### config.mk
export PLATFORM = sky130hd
export DESIGN_NAME = pose_keypoint_normalizer_unit_flat
export DESIGN_NICKNAME = d
export VERILOG_FILES = /design/src/hw/rtl/pkn_pkg.sv /design/src/hw/rtl/pkn_point_if.sv /design/src/hw/rtl/pkn_feat_if.sv /design/src/hw/rtl/pkn_datapath.sv /design/src/hw/rtl/pkn_ctrl.sv /design/src/hw/rtl/pose_keypoint_normalizer_unit.sv /design/src/flat_wrapper.sv
export SDC_FILE = /design/constraint.sdc
export NUM_CORES = 2
export LEC_CHECK = 0
export BUFFER_PORTS_ARGS = -buffer_cell sky130_fd_sc_hd__buf_2
export CORE_MARGIN = 5
export CORE_UTILIZATION = 45
export CTS_CLUSTER_DIAMETER = 80
export DETAILED_ROUTE_END_ITERATION = 10
export PLACE_DENSITY = 0.61
export SYNTH_ARGS = -nofsm -noshare
export SYNTH_HDL_FRONTEND = slang
export SYNTH_SLANG_ARGS = --single-unit
### constraint.sdc
create_clock -name clk -period 13.9 [get_ports clk]
set_input_delay 2.78 -clock clk [delete_from_list [all_inputs] [get_ports clk]]
set_output_delay 2.78 -clock clk [all_outputs]
set_load 0.03 [all_outputs]
### src/hw/rtl/pkn_pkg.sv
// Package for the pose keypoint normalizer: sizes, fixed point types and
// the controller to datapath command and status structs. No dependencies.
package pkn_pkg;
	localparam int NUM_POINTS = 33;
	localparam int CNT_W = $clog2(NUM_POINTS + 1);
	localparam int ADDR_W = $clog2(NUM_POINTS);
	localparam int HIP_A = 23;
	localparam int HIP_B = 24;
	localparam int SHOULDER_A = 11;
	localparam int SHOULDER_B = 12;
	localparam int SQRT_STEPS = 21;
	localparam int DIV_STEPS = 32;
	localparam int STEP_W = $clog2(DIV_STEPS);
	localparam int PADDR_W = 1;
	localparam logic [PADDR_W-1:0] REG_MIN_SCALE = 1'b0;
	localparam logic [20:0] SCALE_ONE = 21'd65536;

	typedef logic signed [15:0] coord_t;
	typedef logic [12:0] vis_t;

	typedef struct packed {
		logic store;
		logic square;
		logic sqrt_init;
		logic sqrt_step;
		logic scale_fix;
		logic rd;
		logic div_init;
		logic div_step;
		logic out_load;
		logic out_zero;
		logic out_last;
	} pkn_cmd_t;

	typedef struct packed {
		logic step_done;
	} pkn_status_t;
endpackage

### src/hw/rtl/pkn_point_if.sv
// Input channel carrying one keypoint transfer.
// Depends on pkn_pkg.
interface pkn_point_if import pkn_pkg::*; ();
	logic valid;
	logic ready;
	logic point_valid;
	coord_t point_x;
	coord_t point_y;
	coord_t point_z;
	vis_t point_visibility;
	logic frame_end;

	modport source(output valid, point_valid, point_x, point_y, point_z,
		point_visibility, frame_end, input ready);
	modport sink(input valid, point_valid, point_x, point_y, point_z,
		point_visibility, frame_end, output ready);
endinterface

### src/hw/rtl/pkn_feat_if.sv
// Output channel carrying one normalized keypoint transfer.
// Depends on pkn_pkg.
interface pkn_feat_if import pkn_pkg::*; ();
	logic valid;
	logic ready;
	coord_t norm_x;
	coord_t norm_y;
	coord_t norm_z;
	vis_t vis_out;
	logic last_feature;

	modport source(output valid, norm_x, norm_y, norm_z, vis_out, last_feature,
		input ready);
	modport sink(input valid, norm_x, norm_y, norm_z, vis_out, last_feature,
		output ready);
endinterface

### src/hw/rtl/pkn_datapath.sv
// Datapath: keypoint memory, shoulder and hip registers, bit serial square
// root and three shared-divisor serial dividers. Depends on pkn_pkg.
module pkn_datapath import pkn_pkg::*; (
	input  logic              clk,
	input  logic              arst_n,
	input  pkn_cmd_t          cmd,
	output pkn_status_t       status,
	input  logic [ADDR_W-1:0] addr,
	input  coord_t            in_x,
	input  coord_t            in_y,
	input  coord_t            in_z,
	input  vis_t              in_vis,
	input  logic [12:0]       min_scale,
	output coord_t            norm_x,
	output coord_t            norm_y,
	output coord_t            norm_z,
	output vis_t              vis_out,
	output logic              last_feature
);
	logic [60:0] mem_q [NUM_POINTS];
	logic [60:0] rd_s1;
	coord_t sax_q, say_q, sbx_q, sby_q, hax_q, hay_q, hbx_q, hby_q;
	logic [32:0] dxx_q, dyy_q;
	logic [41:0] rad_q;
	logic [22:0] srem_q;
	logic [20:0] root_q;
	logic [20:0] scale_q;
	logic [STEP_W-1:0] step_q;
	logic [31:0] dvd_q [3];
	logic [22:0] drem_q [3];
	logic neg_q [3];
	coord_t sat [3];

	logic signed [16:0] dx, dy, sx, sy;
	logic signed [33:0] px, py;
	logic [33:0] d2;
	logic [22:0] sr, st;
	logic signed [17:0] num [3];
	logic [17:0] mag [3];
	logic [21:0] divisor;
	logic [22:0] dr [3];

	assign dx = 17'(sax_q) - 17'(sbx_q);
	assign dy = 17'(say_q) - 17'(sby_q);
	assign px = dx * dx;
	assign py = dy * dy;
	assign d2 = 34'(dxx_q) + 34'(dyy_q);
	assign sx = 17'(hax_q) + 17'(hbx_q);
	assign sy = 17'(hay_q) + 17'(hby_q);
	assign sr = {srem_q[20:0], rad_q[41:40]};
	assign st = {root_q, 2'b01};
	assign divisor = {scale_q, 1'b0};
	assign status.step_done = (step_q == '0);

	always_comb begin
		num[0] = {rd_s1[60], rd_s1[60:45], 1'b0} - 18'(sx);
		num[1] = {rd_s1[44], rd_s1[44:29], 1'b0} - 18'(sy);
		num[2] = {rd_s1[28], rd_s1[28:13], 1'b0};
		for (int i = 0; i < 3; i++) begin
			mag[i] = num[i][17] ? 18'(-num[i]) : 18'(num[i]);
			dr[i] = {drem_q[i][21:0], dvd_q[i][31]};
			if (neg_q[i]) begin
				sat[i] = (dvd_q[i] > 32'd32768) ? 16'sh8000 : coord_t'(-dvd_q[i][15:0]);
			end else begin
				sat[i] = (dvd_q[i] > 32'd32767) ? 16'sh7fff : coord_t'(dvd_q[i][15:0]);
			end
		end
	end

	always_ff @(posedge clk) begin
		if (cmd.store) begin
			mem_q[addr] <= {in_x, in_y, in_z, in_vis};
			if (addr == ADDR_W'(SHOULDER_A)) begin
				sax_q <= in_x;
				say_q <= in_y;
			end
			if (addr == ADDR_W'(SHOULDER_B)) begin
				sbx_q <= in_x;
				sby_q <= in_y;
			end
			if (addr == ADDR_W'(HIP_A)) begin
				hax_q <= in_x;
				hay_q <= in_y;
			end
			if (addr == ADDR_W'(HIP_B)) begin
				hbx_q <= in_x;
				hby_q <= in_y;
			end
		end
		if (cmd.rd) begin
			rd_s1 <= mem_q[addr];
		end
		if (cmd.square) begin
			dxx_q <= px[32:0];
			dyy_q <= py[32:0];
		end
		if (cmd.sqrt_init) begin
			rad_q <= {d2, 8'b0};
			srem_q <= '0;
			root_q <= '0;
		end else if (cmd.sqrt_step) begin
			rad_q <= {rad_q[39:0], 2'b00};
			if (sr >= st) begin
				srem_q <= sr - st;
				root_q <= {root_q[19:0], 1'b1};
			end else begin
				srem_q <= sr;
				root_q <= {root_q[19:0], 1'b0};
			end
		end
		if (cmd.scale_fix) begin
			if (root_q == '0 || root_q < 21'({min_scale, 4'b0})) begin
				scale_q <= SCALE_ONE;
			end else begin
				scale_q <= root_q;
			end
		end
		for (int i = 0; i < 3; i++) begin
			if (cmd.div_init) begin
				dvd_q[i] <= {mag[i], 14'b0} + 32'(scale_q);
				drem_q[i] <= '0;
				neg_q[i] <= num[i][17];
			end else if (cmd.div_step) begin
				if (dr[i] >= 23'(divisor)) begin
					drem_q[i] <= dr[i] - 23'(divisor);
					dvd_q[i] <= {dvd_q[i][30:0], 1'b1};
				end else begin
					drem_q[i] <= dr[i];
					dvd_q[i] <= {dvd_q[i][30:0], 1'b0};
				end
			end
		end
		if (cmd.out_load) begin
			norm_x <= sat[0];
			norm_y <= sat[1];
			norm_z <= sat[2];
			vis_out <= rd_s1[12:0];
			last_feature <= cmd.out_last;
		end else if (cmd.out_zero) begin
			norm_x <= '0;
			norm_y <= '0;
			norm_z <= '0;
			vis_out <= '0;
			last_feature <= cmd.out_last;
		end
	end

	always_ff @(posedge clk or negedge arst_n) begin
		if (!arst_n) begin
			step_q <= '0;
		end else if (cmd.sqrt_init) begin
			step_q <= STEP_W'(SQRT_STEPS - 1);
		end else if (cmd.div_init) begin
			step_q <= STEP_W'(DIV_STEPS - 1);
		end else if ((cmd.sqrt_step || cmd.div_step) && step_q != '0) begin
			step_q <= step_q - 1'b1;
		end
	end
endmodule

### src/hw/rtl/pkn_ctrl.sv
// Controller: frame collection, scale computation sequence and result
// emission. Depends on pkn_pkg.
module pkn_ctrl import pkn_pkg::*; (
	input  logic              clk,
	input  logic              arst_n,
	input  logic              in_valid,
	output logic              in_ready,
	input  logic              point_valid,
	input  logic              frame_end,
	input  logic              out_ready,
	output logic              out_valid,
	output pkn_cmd_t          cmd,
	input  pkn_status_t       status,
	output logic [ADDR_W-1:0] addr
);
	typedef enum logic [3:0] {
		S_IDLE, S_ZERO, S_SQUARE, S_ROOT_INIT, S_ROOT, S_FIX, S_READ, S_DIV_INIT,
		S_DIV, S_EMIT
	} state_t;

	state_t state_q;
	logic [CNT_W-1:0] count_q;
	logic [ADDR_W-1:0] idx_q;
	logic out_valid_q;
	logic take, room, out_free, full, idx_last;

	assign take = in_valid && in_ready;
	assign room = count_q < CNT_W'(NUM_POINTS);
	assign full = (count_q == CNT_W'(NUM_POINTS))
		|| (point_valid && count_q == CNT_W'(NUM_POINTS - 1));
	assign out_free = !out_valid_q || out_ready;
	assign idx_last = idx_q == ADDR_W'(NUM_POINTS - 1);
	assign in_ready = state_q == S_IDLE;
	assign out_valid = out_valid_q;
	assign addr = (state_q == S_IDLE) ? count_q[ADDR_W-1:0] : idx_q;

	always_comb begin
		cmd = '0;
		cmd.out_last = idx_last;
		case (state_q)
			S_IDLE: cmd.store = take && point_valid && room;
			S_ZERO: cmd.out_zero = out_free;
			S_SQUARE: cmd.square = 1'b1;
			S_ROOT_INIT: cmd.sqrt_init = 1'b1;
			S_ROOT: cmd.sqrt_step = 1'b1;
			S_FIX: cmd.scale_fix = 1'b1;
			S_READ: cmd.rd = 1'b1;
			S_DIV_INIT: cmd.div_init = 1'b1;
			S_DIV: cmd.div_step = 1'b1;
			S_EMIT: cmd.out_load = out_free;
			default: cmd = '0;
		endcase
	end

	always_ff @(posedge clk or negedge arst_n) begin
		if (!arst_n) begin
			state_q <= S_IDLE;
			count_q <= '0;
			idx_q <= '0;
			out_valid_q <= 1'b0;
		end else begin
			if (cmd.out_load || cmd.out_zero) begin
				out_valid_q <= 1'b1;
			end else if (out_ready) begin
				out_valid_q <= 1'b0;
			end
			case (state_q)
				S_IDLE: begin
					if (take) begin
						if (frame_end) begin
							count_q <= '0;
							idx_q <= '0;
							state_q <= full ? S_SQUARE : S_ZERO;
						end else if (point_valid && room) begin
							count_q <= count_q + 1'b1;
						end
					end
				end
				S_ZERO: begin
					if (out_free) begin
						if (idx_last) begin
							state_q <= S_IDLE;
						end else begin
							idx_q <= idx_q + 1'b1;
						end
					end
				end
				S_SQUARE: state_q <= S_ROOT_INIT;
				S_ROOT_INIT: state_q <= S_ROOT;
				S_ROOT: begin
					if (status.step_done) begin
						state_q <= S_FIX;
					end
				end
				S_FIX: state_q <= S_READ;
				S_READ: state_q <= S_DIV_INIT;
				S_DIV_INIT: state_q <= S_DIV;
				S_DIV: begin
					if (status.step_done) begin
						state_q <= S_EMIT;
					end
				end
				S_EMIT: begin
					if (out_free) begin
						if (idx_last) begin
							state_q <= S_IDLE;
						end else begin
							idx_q <= idx_q + 1'b1;
							state_q <= S_READ;
						end
					end
				end
				default: state_q <= S_IDLE;
			endcase
		end
	end
endmodule

### src/hw/rtl/pose_keypoint_normalizer_unit.sv
// Top level of the pose keypoint normalizer: APB register, controller and
// datapath. Depends on pkn_pkg, pkn_point_if, pkn_feat_if, pkn_ctrl, pkn_datapath.
// Keypoints are taken one per cycle while collecting a frame. A transfer with
// frame_end starts emission of 33 results; no input is taken until the last
// result has been loaded into the output register. A complete frame goes
// through the square, square root init, bit serial square root and scale fix
// steps, then a read, divider init, serial division and output load per
// result; an incomplete frame gives 33 zero results at one per cycle while
// the output is not stalled; output stalls hold both sequences.
module pose_keypoint_normalizer_unit import pkn_pkg::*; (
	input  logic               clk,
	input  logic               arst_n,
	pkn_point_if.sink          points,
	pkn_feat_if.source         features,
	input  logic               psel,
	input  logic               penable,
	input  logic               pwrite,
	input  logic [PADDR_W-1:0] paddr,
	input  logic [31:0]        pwdata,
	output logic [31:0]        prdata,
	output logic               pready
);
	logic [12:0] min_scale_q;
	pkn_cmd_t cmd;
	pkn_status_t status;
	logic [ADDR_W-1:0] addr;

	assign pready = 1'b1;
	assign prdata = (paddr == REG_MIN_SCALE) ? {19'b0, min_scale_q} : '0;

	always_ff @(posedge clk or negedge arst_n) begin
		if (!arst_n) begin
			min_scale_q <= 13'd4;
		end else if (psel && penable && pwrite && paddr == REG_MIN_SCALE) begin
			min_scale_q <= pwdata[12:0];
		end
	end

	pkn_ctrl u_ctrl (
		.clk(clk),
		.arst_n(arst_n),
		.in_valid(points.valid),
		.in_ready(points.ready),
		.point_valid(points.point_valid),
		.frame_end(points.frame_end),
		.out_ready(features.ready),
		.out_valid(features.valid),
		.cmd(cmd),
		.status(status),
		.addr(addr)
	);

	pkn_datapath u_dp (
		.clk(clk),
		.arst_n(arst_n),
		.cmd(cmd),
		.status(status),
		.addr(addr),
		.in_x(points.point_x),
		.in_y(points.point_y),
		.in_z(points.point_z),
		.in_vis(points.point_visibility),
		.min_scale(min_scale_q),
		.norm_x(features.norm_x),
		.norm_y(features.norm_y),
		.norm_z(features.norm_z),
		.vis_out(features.vis_out),
		.last_feature(features.last_feature)
	);
endmodule

### src/flat_wrapper.sv
// flat-port wrapper written by rule: the top's interface ports become plain ports
module pose_keypoint_normalizer_unit_flat import pkn_pkg::*;
  (clk, arst_n, psel, penable, pwrite, paddr, pwdata, prdata, pready, points_valid, points_point_valid, points_point_x, points_point_y, points_point_z, points_point_visibility, points_frame_end, points_ready, features_valid, features_norm_x, features_norm_y, features_norm_z, features_vis_out, features_last_feature, features_ready);
  pkn_point_if points_i ();
  pkn_feat_if features_i ();
  input  logic clk;
  input  logic arst_n;
  input  logic psel;
  input  logic penable;
  input  logic pwrite;
  input  logic [PADDR_W-1:0] paddr;
  input  logic [31:0] pwdata;
  output logic [31:0] prdata;
  output logic pready;
  input wire logic [$bits(points_i.valid)-1:0] points_valid;
  input wire logic [$bits(points_i.point_valid)-1:0] points_point_valid;
  input wire logic [$bits(points_i.point_x)-1:0] points_point_x;
  input wire logic [$bits(points_i.point_y)-1:0] points_point_y;
  input wire logic [$bits(points_i.point_z)-1:0] points_point_z;
  input wire logic [$bits(points_i.point_visibility)-1:0] points_point_visibility;
  input wire logic [$bits(points_i.frame_end)-1:0] points_frame_end;
  output wire logic [$bits(points_i.ready)-1:0] points_ready;
  output wire logic [$bits(features_i.valid)-1:0] features_valid;
  output wire logic [$bits(features_i.norm_x)-1:0] features_norm_x;
  output wire logic [$bits(features_i.norm_y)-1:0] features_norm_y;
  output wire logic [$bits(features_i.norm_z)-1:0] features_norm_z;
  output wire logic [$bits(features_i.vis_out)-1:0] features_vis_out;
  output wire logic [$bits(features_i.last_feature)-1:0] features_last_feature;
  input wire logic [$bits(features_i.ready)-1:0] features_ready;
  assign points_i.valid = points_valid;
  assign points_i.point_valid = points_point_valid;
  assign points_i.point_x = points_point_x;
  assign points_i.point_y = points_point_y;
  assign points_i.point_z = points_point_z;
  assign points_i.point_visibility = points_point_visibility;
  assign points_i.frame_end = points_frame_end;
  assign points_ready = points_i.ready;
  assign features_valid = features_i.valid;
  assign features_norm_x = features_i.norm_x;
  assign features_norm_y = features_i.norm_y;
  assign features_norm_z = features_i.norm_z;
  assign features_vis_out = features_i.vis_out;
  assign features_last_feature = features_i.last_feature;
  assign features_i.ready = features_ready;
  pose_keypoint_normalizer_unit u_core (.clk(clk), .arst_n(arst_n), .points(points_i), .features(features_i), .psel(psel), .penable(penable), .pwrite(pwrite), .paddr(paddr), .pwdata(pwdata), .prdata(prdata), .pready(pready));
endmodule
### Word-level counts from Yosys, hierarchy flattened

Memories as Yosys holds them, arrays and structs flattened. A register that Yosys moved wholly into a read port is not among the register bits.
Index checks and enable logic that the tools add are counted.

| cells by class | value |
|---|---|
| add/subtract/negate cells | 23 |
| multiply operators | 2 |
| div/mod/pow operators | 0 |
| $lt $le $gt $ge | 12 |
| eq/ne operators | 25 |
| shift-type cells | 0 |
| mux-type cells | 99 |
| bitwise operators | 13 |
| reductions and logical operators | 34 |

Operators with widths:

| cell | number |
|---|---|
| $mux W16 | 13 |
| $mux W32 | 6 |
| $mux W23 | 6 |
| $add A32 B21 Y32 | 3 |
| $gt A32 B15 Y1 const B | 3 |
| $gt A32 B16 Y1 const B | 3 |
| $mux W42 | 2 |
| $ge A23 B22 Y1 | 3 |
| $sub A23 B22 Y23 | 3 |
| $mul A17 B17 Y33 | 2 |
| $mux W18 | 3 |
| $neg A16 Y16 | 3 |
| $mux W1 | 44 |
| $mux W6 | 7 |
| $pmux W4 S10 | 1 |
| $mux W13 | 3 |
| $neg A18 Y18 | 2 |
| $sub A17 B17 Y18 | 2 |
| $add A16 B16 Y17 | 2 |
| $add A33 B33 Y34 | 1 |
| $sub A16 B16 Y17 | 2 |
| $mux W4 | 7 |
| $ge A23 B23 Y1 | 1 |
| $logic_not A21 Y1 | 1 |
| 36 further kinds | 85 |

| storage, ports and cells | value |
|---|---|
| flip-flop bits (word level) | 388 |
| bits in latches | 0 |
| bits in writable memories | 2,181 |
| ROM bits | 0 |
| output and inout bits | 97 |
| word-level logic and storage cells | 237 |
| memories kept | 4 |

Memory list:

| memory | depth | bits a word | read ports | clocked after memory_dff | write ports | RTL line | text |
|---|---|---|---|---|---|---|---|
| u_core.u_dp.mem_q | 33 | 61 | 1 | 1 | 1 | pkn_datapath.sv:20 | `logic [60:0] mem_q [NUM_POINTS];` |
| u_core.u_dp.dvd_q | 3 | 32 | 3 | 0 | 3 | pkn_datapath.sv:29 | `logic [31:0] dvd_q [3];` |
| u_core.u_dp.drem_q | 3 | 23 | 3 | 0 | 3 | pkn_datapath.sv:30 | `logic [22:0] drem_q [3];` |
| u_core.u_dp.neg_q | 3 | 1 | 3 | 0 | 3 | pkn_datapath.sv:31 | `logic neg_q [3];` |

### Longest topological paths before layout

An unclocked memory read counts as a cell.

| logic depth | value |
|---|---|
| word-level depth | 8 |
| mapped depth | 40 |

### Cells and area by module

From an unflattened synthesis, not the netlist that was laid out.

| unflattened totals | value |
|---|---|
| cell total of the unflattened synthesis | 9,357 |
| area total of the unflattened synthesis | 127,528.6 sq um |

By module, submodules not included:

| module | times used | cells an instance | area an instance (sq um) | seq. area each (sq um) |
|---|---|---|---|---|
| pkn_datapath | 1 | 9,147 | 125,504.1 | 77,479.3 |
| pkn_ctrl | 1 | 146 | 1,232.4 | 425.4 |
| pose_keypoint_normalizer_unit | 1 | 64 | 792.0 | 326.6 |

### Least setup slack after synthesis

No wires, ideal clock.

| timing path | value |
|---|---|
| path type | register to register |
| start | register u_core.u_dp.sax_q[0] |
| end | register u_core.u_dp.dxx_q[31] (data pin) |
| setup time | 258 ps |
| arrival | 8,767 ps |
| required time | 13,642 ps |
| setup slack | 4,875 ps |
| stages on the path, launching flop included | 40 |
| path buffers | 1 |
| clock period less this slack | 9,025 ps |
| cells stage by stage | edfxtp_1 inv_1 ha_1 inv_1 fa_1 a21o_1 a21oi_1 o21ai_0 a21oi_1 o21ai_0 a21oi_1 o21ai_0 a21o_1 a211o_1 o211ai_1 inv_1 clkbuf_1 nor2_1 [... 4 more ...] fa_1 fa_1 fa_1 inv_1 fa_1 inv_1 ha_1 a21o_1 a21o_1 a21o_1 a21o_1 a21o_1 a21o_1 a211oi_1 a21bo_2 a211o_1 a21oi_1 xnor2_1 |

| on the way | value |
|---|---|
| word-level cells in the longest chain between the ends | 2 |

Ends and longest elaborated chain:

| item | RTL line | text |
|---|---|---|
| start: declaration | pkn_datapath.sv:22 | `coord_t sax_q, say_q, sbx_q, sby_q, hax_q, hay_q, hbx_q, hby_q;` |
| start signal: assignment | pkn_datapath.sv:74 | `sax_q <= in_x;` |
| $sub A16 B16 Y17 | pkn_datapath.sv:43 | `assign dx = 17'(sax_q) - 17'(sbx_q);` |
| $mul A17 B17 Y33 | pkn_datapath.sv:45 | `assign px = dx * dx;` |
| net u_core.u_dp.px[31] | pkn_datapath.sv:35 | `logic signed [33:0] px, py;` |
| end signal: assignment | pkn_datapath.sv:94 | `dxx_q <= px[32:0];` |
| end: declaration | pkn_datapath.sv:23 | `logic [32:0] dxx_q, dyy_q;` |

The timed path passes the listed nets, and every way through them passes these cells.
A chain may end at the register's enable or synchronous reset.

### Final worst setup path

Ends and elaborated chain as after synthesis.

==> flow_summary.ini <==
[global_route]
first_global_vias = 81188
grtUsageTotal_pct = 24.3
overflow = 0
grt_start_max_net_pins = 123
antenna_found_initial = 44
grt_pass1_wl_mm = 536

[yosys]
synth_cells = 9348
ys_ff_latch = 2625
async_reset_ff_share_pct = 1.33
synth-edff-count = 2548
synth_warnings = 0
seq_area_frac_synth_pct = 61.5
yosys-top-cells-area = edfxtp_1, fa_1, ha_1
synth_cell_types = 92
synth_top_area_cell = edfxtp_1
syn-cell-area_sq_um = 127000
netlist.area_leader.share_pct = 60.1
syn_area_per_cell_sq_um = 13.6
ys.flop_type = edfxtp_1

[route]
wl_per_cell_microns = 27.2
dr.first_iter.drc_count = 10703
num_vias = 81876
dr.pass1.iters = 10
avgViaCountPerCell = 6.08
drt-total-wl_mm = 366
route.detailed.drc = 0
antenna_left = 0

[critical_path]
critical_path_class = flip-flop to flip-flop
cp.required_ps = 14450
arrival_ps = 10630
start_kind = flip-flop
critPathMaxStageDelay_ps = 520
cp-end-kind = flip-flop
crit_fanout = 20
critPathSlowestCell = fa_1
crit_top_cell = a21o_1

[power_and_ir_drop]
p_per_area_nw_per_um2 = 155
leakage_uw = 0.0515
ir_drop_mv = 0.216

[floorplan]
start_util_pct = 45.1
core_sq_um = 282000
die_area_sq_um = 294000
row_count = 195
io_pins = 200
die_h_microns = 542
die_w_microns = 542

[clock_tree]
clk_path_buf_depth = 4
holdBufCountCts = 0
path_clk_slew_ps = 60
cts_tree = done
numCtsBuffers = 276
post_cts_buffers = 0
cts-resized-gates = 0
cts_sinks = 2625
cts_max_level = 5
insertion_delay_ps = 890
root_buffer = clkbuf_16

[place]
dpl.hpwl_mm = 215
portBuffers = 160
place_congestion = 0.852
place_area_sq_um = 133000

[flow_run]
maxCapViolCount = 0

[cells_and_area]
fin_area_sq_um = 141000
final_cell_mix = edfxtp_1, inv_1, nand2_1
fin_nets = 10554
syn2layout_area_growth_pct = 11.1
layout-drive-gt1-share_pct = 8.67
final_common_cell = edfxtp_1

[sta]
hold_violations = 0
tightestPinTransition_ps = 1270
tns_ps = 0
max_slew_margin_pct = 15.1
whs_ps = 457
slew_viol_final = 0
max_freq_mhz = 99.2
fin_crit_sh_pct = 72.5
period_needed_ps = 10080
rsz0062_at_grt = false
clock_skew_ps = 108
setup_viol_count_final = 0

[status]
status = complete, no violations

[hold_path]
hold_path.class = flip-flop to flip-flop
==> cell usage after synthesis (62+ instances only) <==
| cell type | count |
|---|---|
| ha_1 | 388 |
| and3_1 | 62 |
| a21o_1 | 136 |
| xor2_1 | 106 |
| nand2_1 | 682 |
| a221oi_1 | 136 |
| o211ai_1 | 147 |
| a222oi_1 | 464 |
| fa_1 | 568 |
| nor2_1 | 529 |
| edfxtp_1 | 2548 |
| nor3_1 | 87 |
| clkbuf_1 | 388 |
| inv_1 | 951 |
| xnor2_1 | 183 |
| nand3_1 | 145 |
| a31oi_1 | 63 |
| o21ai_0 | 294 |
| a21oi_1 | 353 |
| a22oi_1 | 197 |
==> cell families after synthesis <==
kind of cell,share of synthesized area [%]
mux,0.509
simple gates,6.71
flops,61.5
compound gates,12.3
xor+xnor,1.99
buf+inv,4.31
fa+ha+maj,12.7
other cells,0.00590
==> where the power goes <==
part,switching [uW],internal (uW),total [uW],leakage [uW]
clock,3050,4000,7050,0.00416
combinational,4090,1850,5950,0.0234
sequential,51.1,8920,8970,0.0239
total,7190,14800,22000,0.0515
==> worst max-delay path: cells and delay by family, from the launching register on <==
kind	cells	cell delay (ps)
flip-flops	1	370
adder cells (fa/ha/maj)	9	3830
XOR/XNOR	1	90
AND/OR/NAND/NOR	1	290
AO/OA/AOI/OAI	20	4110
buffers and inverters	9	1120
==> worst paths after layout <==
check	slack [ps]	to	cells after the start	start
worst max-delay path	3820	u_core.u_dp.dxx_q[31]	40	u_core.u_dp.sax_q[0]
worst min-delay path	460	u_core.u_dp.scale_q[20]	0	u_core.u_dp.root_q[20]
worst max register to register	3820	u_core.u_dp.dxx_q[31]	40	u_core.u_dp.sax_q[0]
worst min register to register	460	u_core.u_dp.scale_q[20]	0	u_core.u_dp.root_q[20]
max in group asynchronous	11060	u_core.u_ctrl.state_q[3]	1	arst_n
min in group asynchronous	2120	u_core.min_scale_q[7]	1	arst_n
==> state kept, by name, summed over array words and instances (netlist names), 21 cells and up <==
signal	flops
u_core.u_dp.mem_q	2013
u_core.u_dp.dvd_q	96
u_core.u_dp.drem_q	66
u_core.u_dp.rd_s1	61
u_core.u_dp.rad_q	34
u_core.u_dp.dxx_q	32
u_core.u_dp.dyy_q	32
u_core.u_dp.root_q	21
u_core.u_dp.scale_q	21
u_core.u_dp.srem_q	21
==> area by class of cell <==
cell class	count	area (sq um)
multi-input cells	5305	44200
fillers	23988	141000
repair buffers	327	2140
flip-flops and latches	2625	78200
clock inverters	139	1220
inverters	960	3600
well taps	3743	4680
clock buffers	339	7270
diodes	20	50.0
==> routing by layer <==
layer | global-route usage, % | share of wire (%)
met1 | 33.1 | 40
met2 | 40.2 | 48
met3 | 4.20 | 9.5
met4 | 7.42 | 3.2
met5 | 0 | 0.039
==> per-stage QoR <==
step | std cells | total power, uW | util, % | setup slack, ps
2_1_floorplan | 9366 | 12700 | - | 4880
3_3_place_gp | 12960 | 14900 | 47.1 | 4010
3_5_place_dp | 12960 | 15000 | 47.1 | 3830
4_1_cts | 13438 | 22000 | 50.1 | 3800
5_1_grt | 13443 | 22800 | 50.1 | 3100
6_report | 13458 | 22000 | 50.1 | 3820
(Power assumes the default switching activity.)
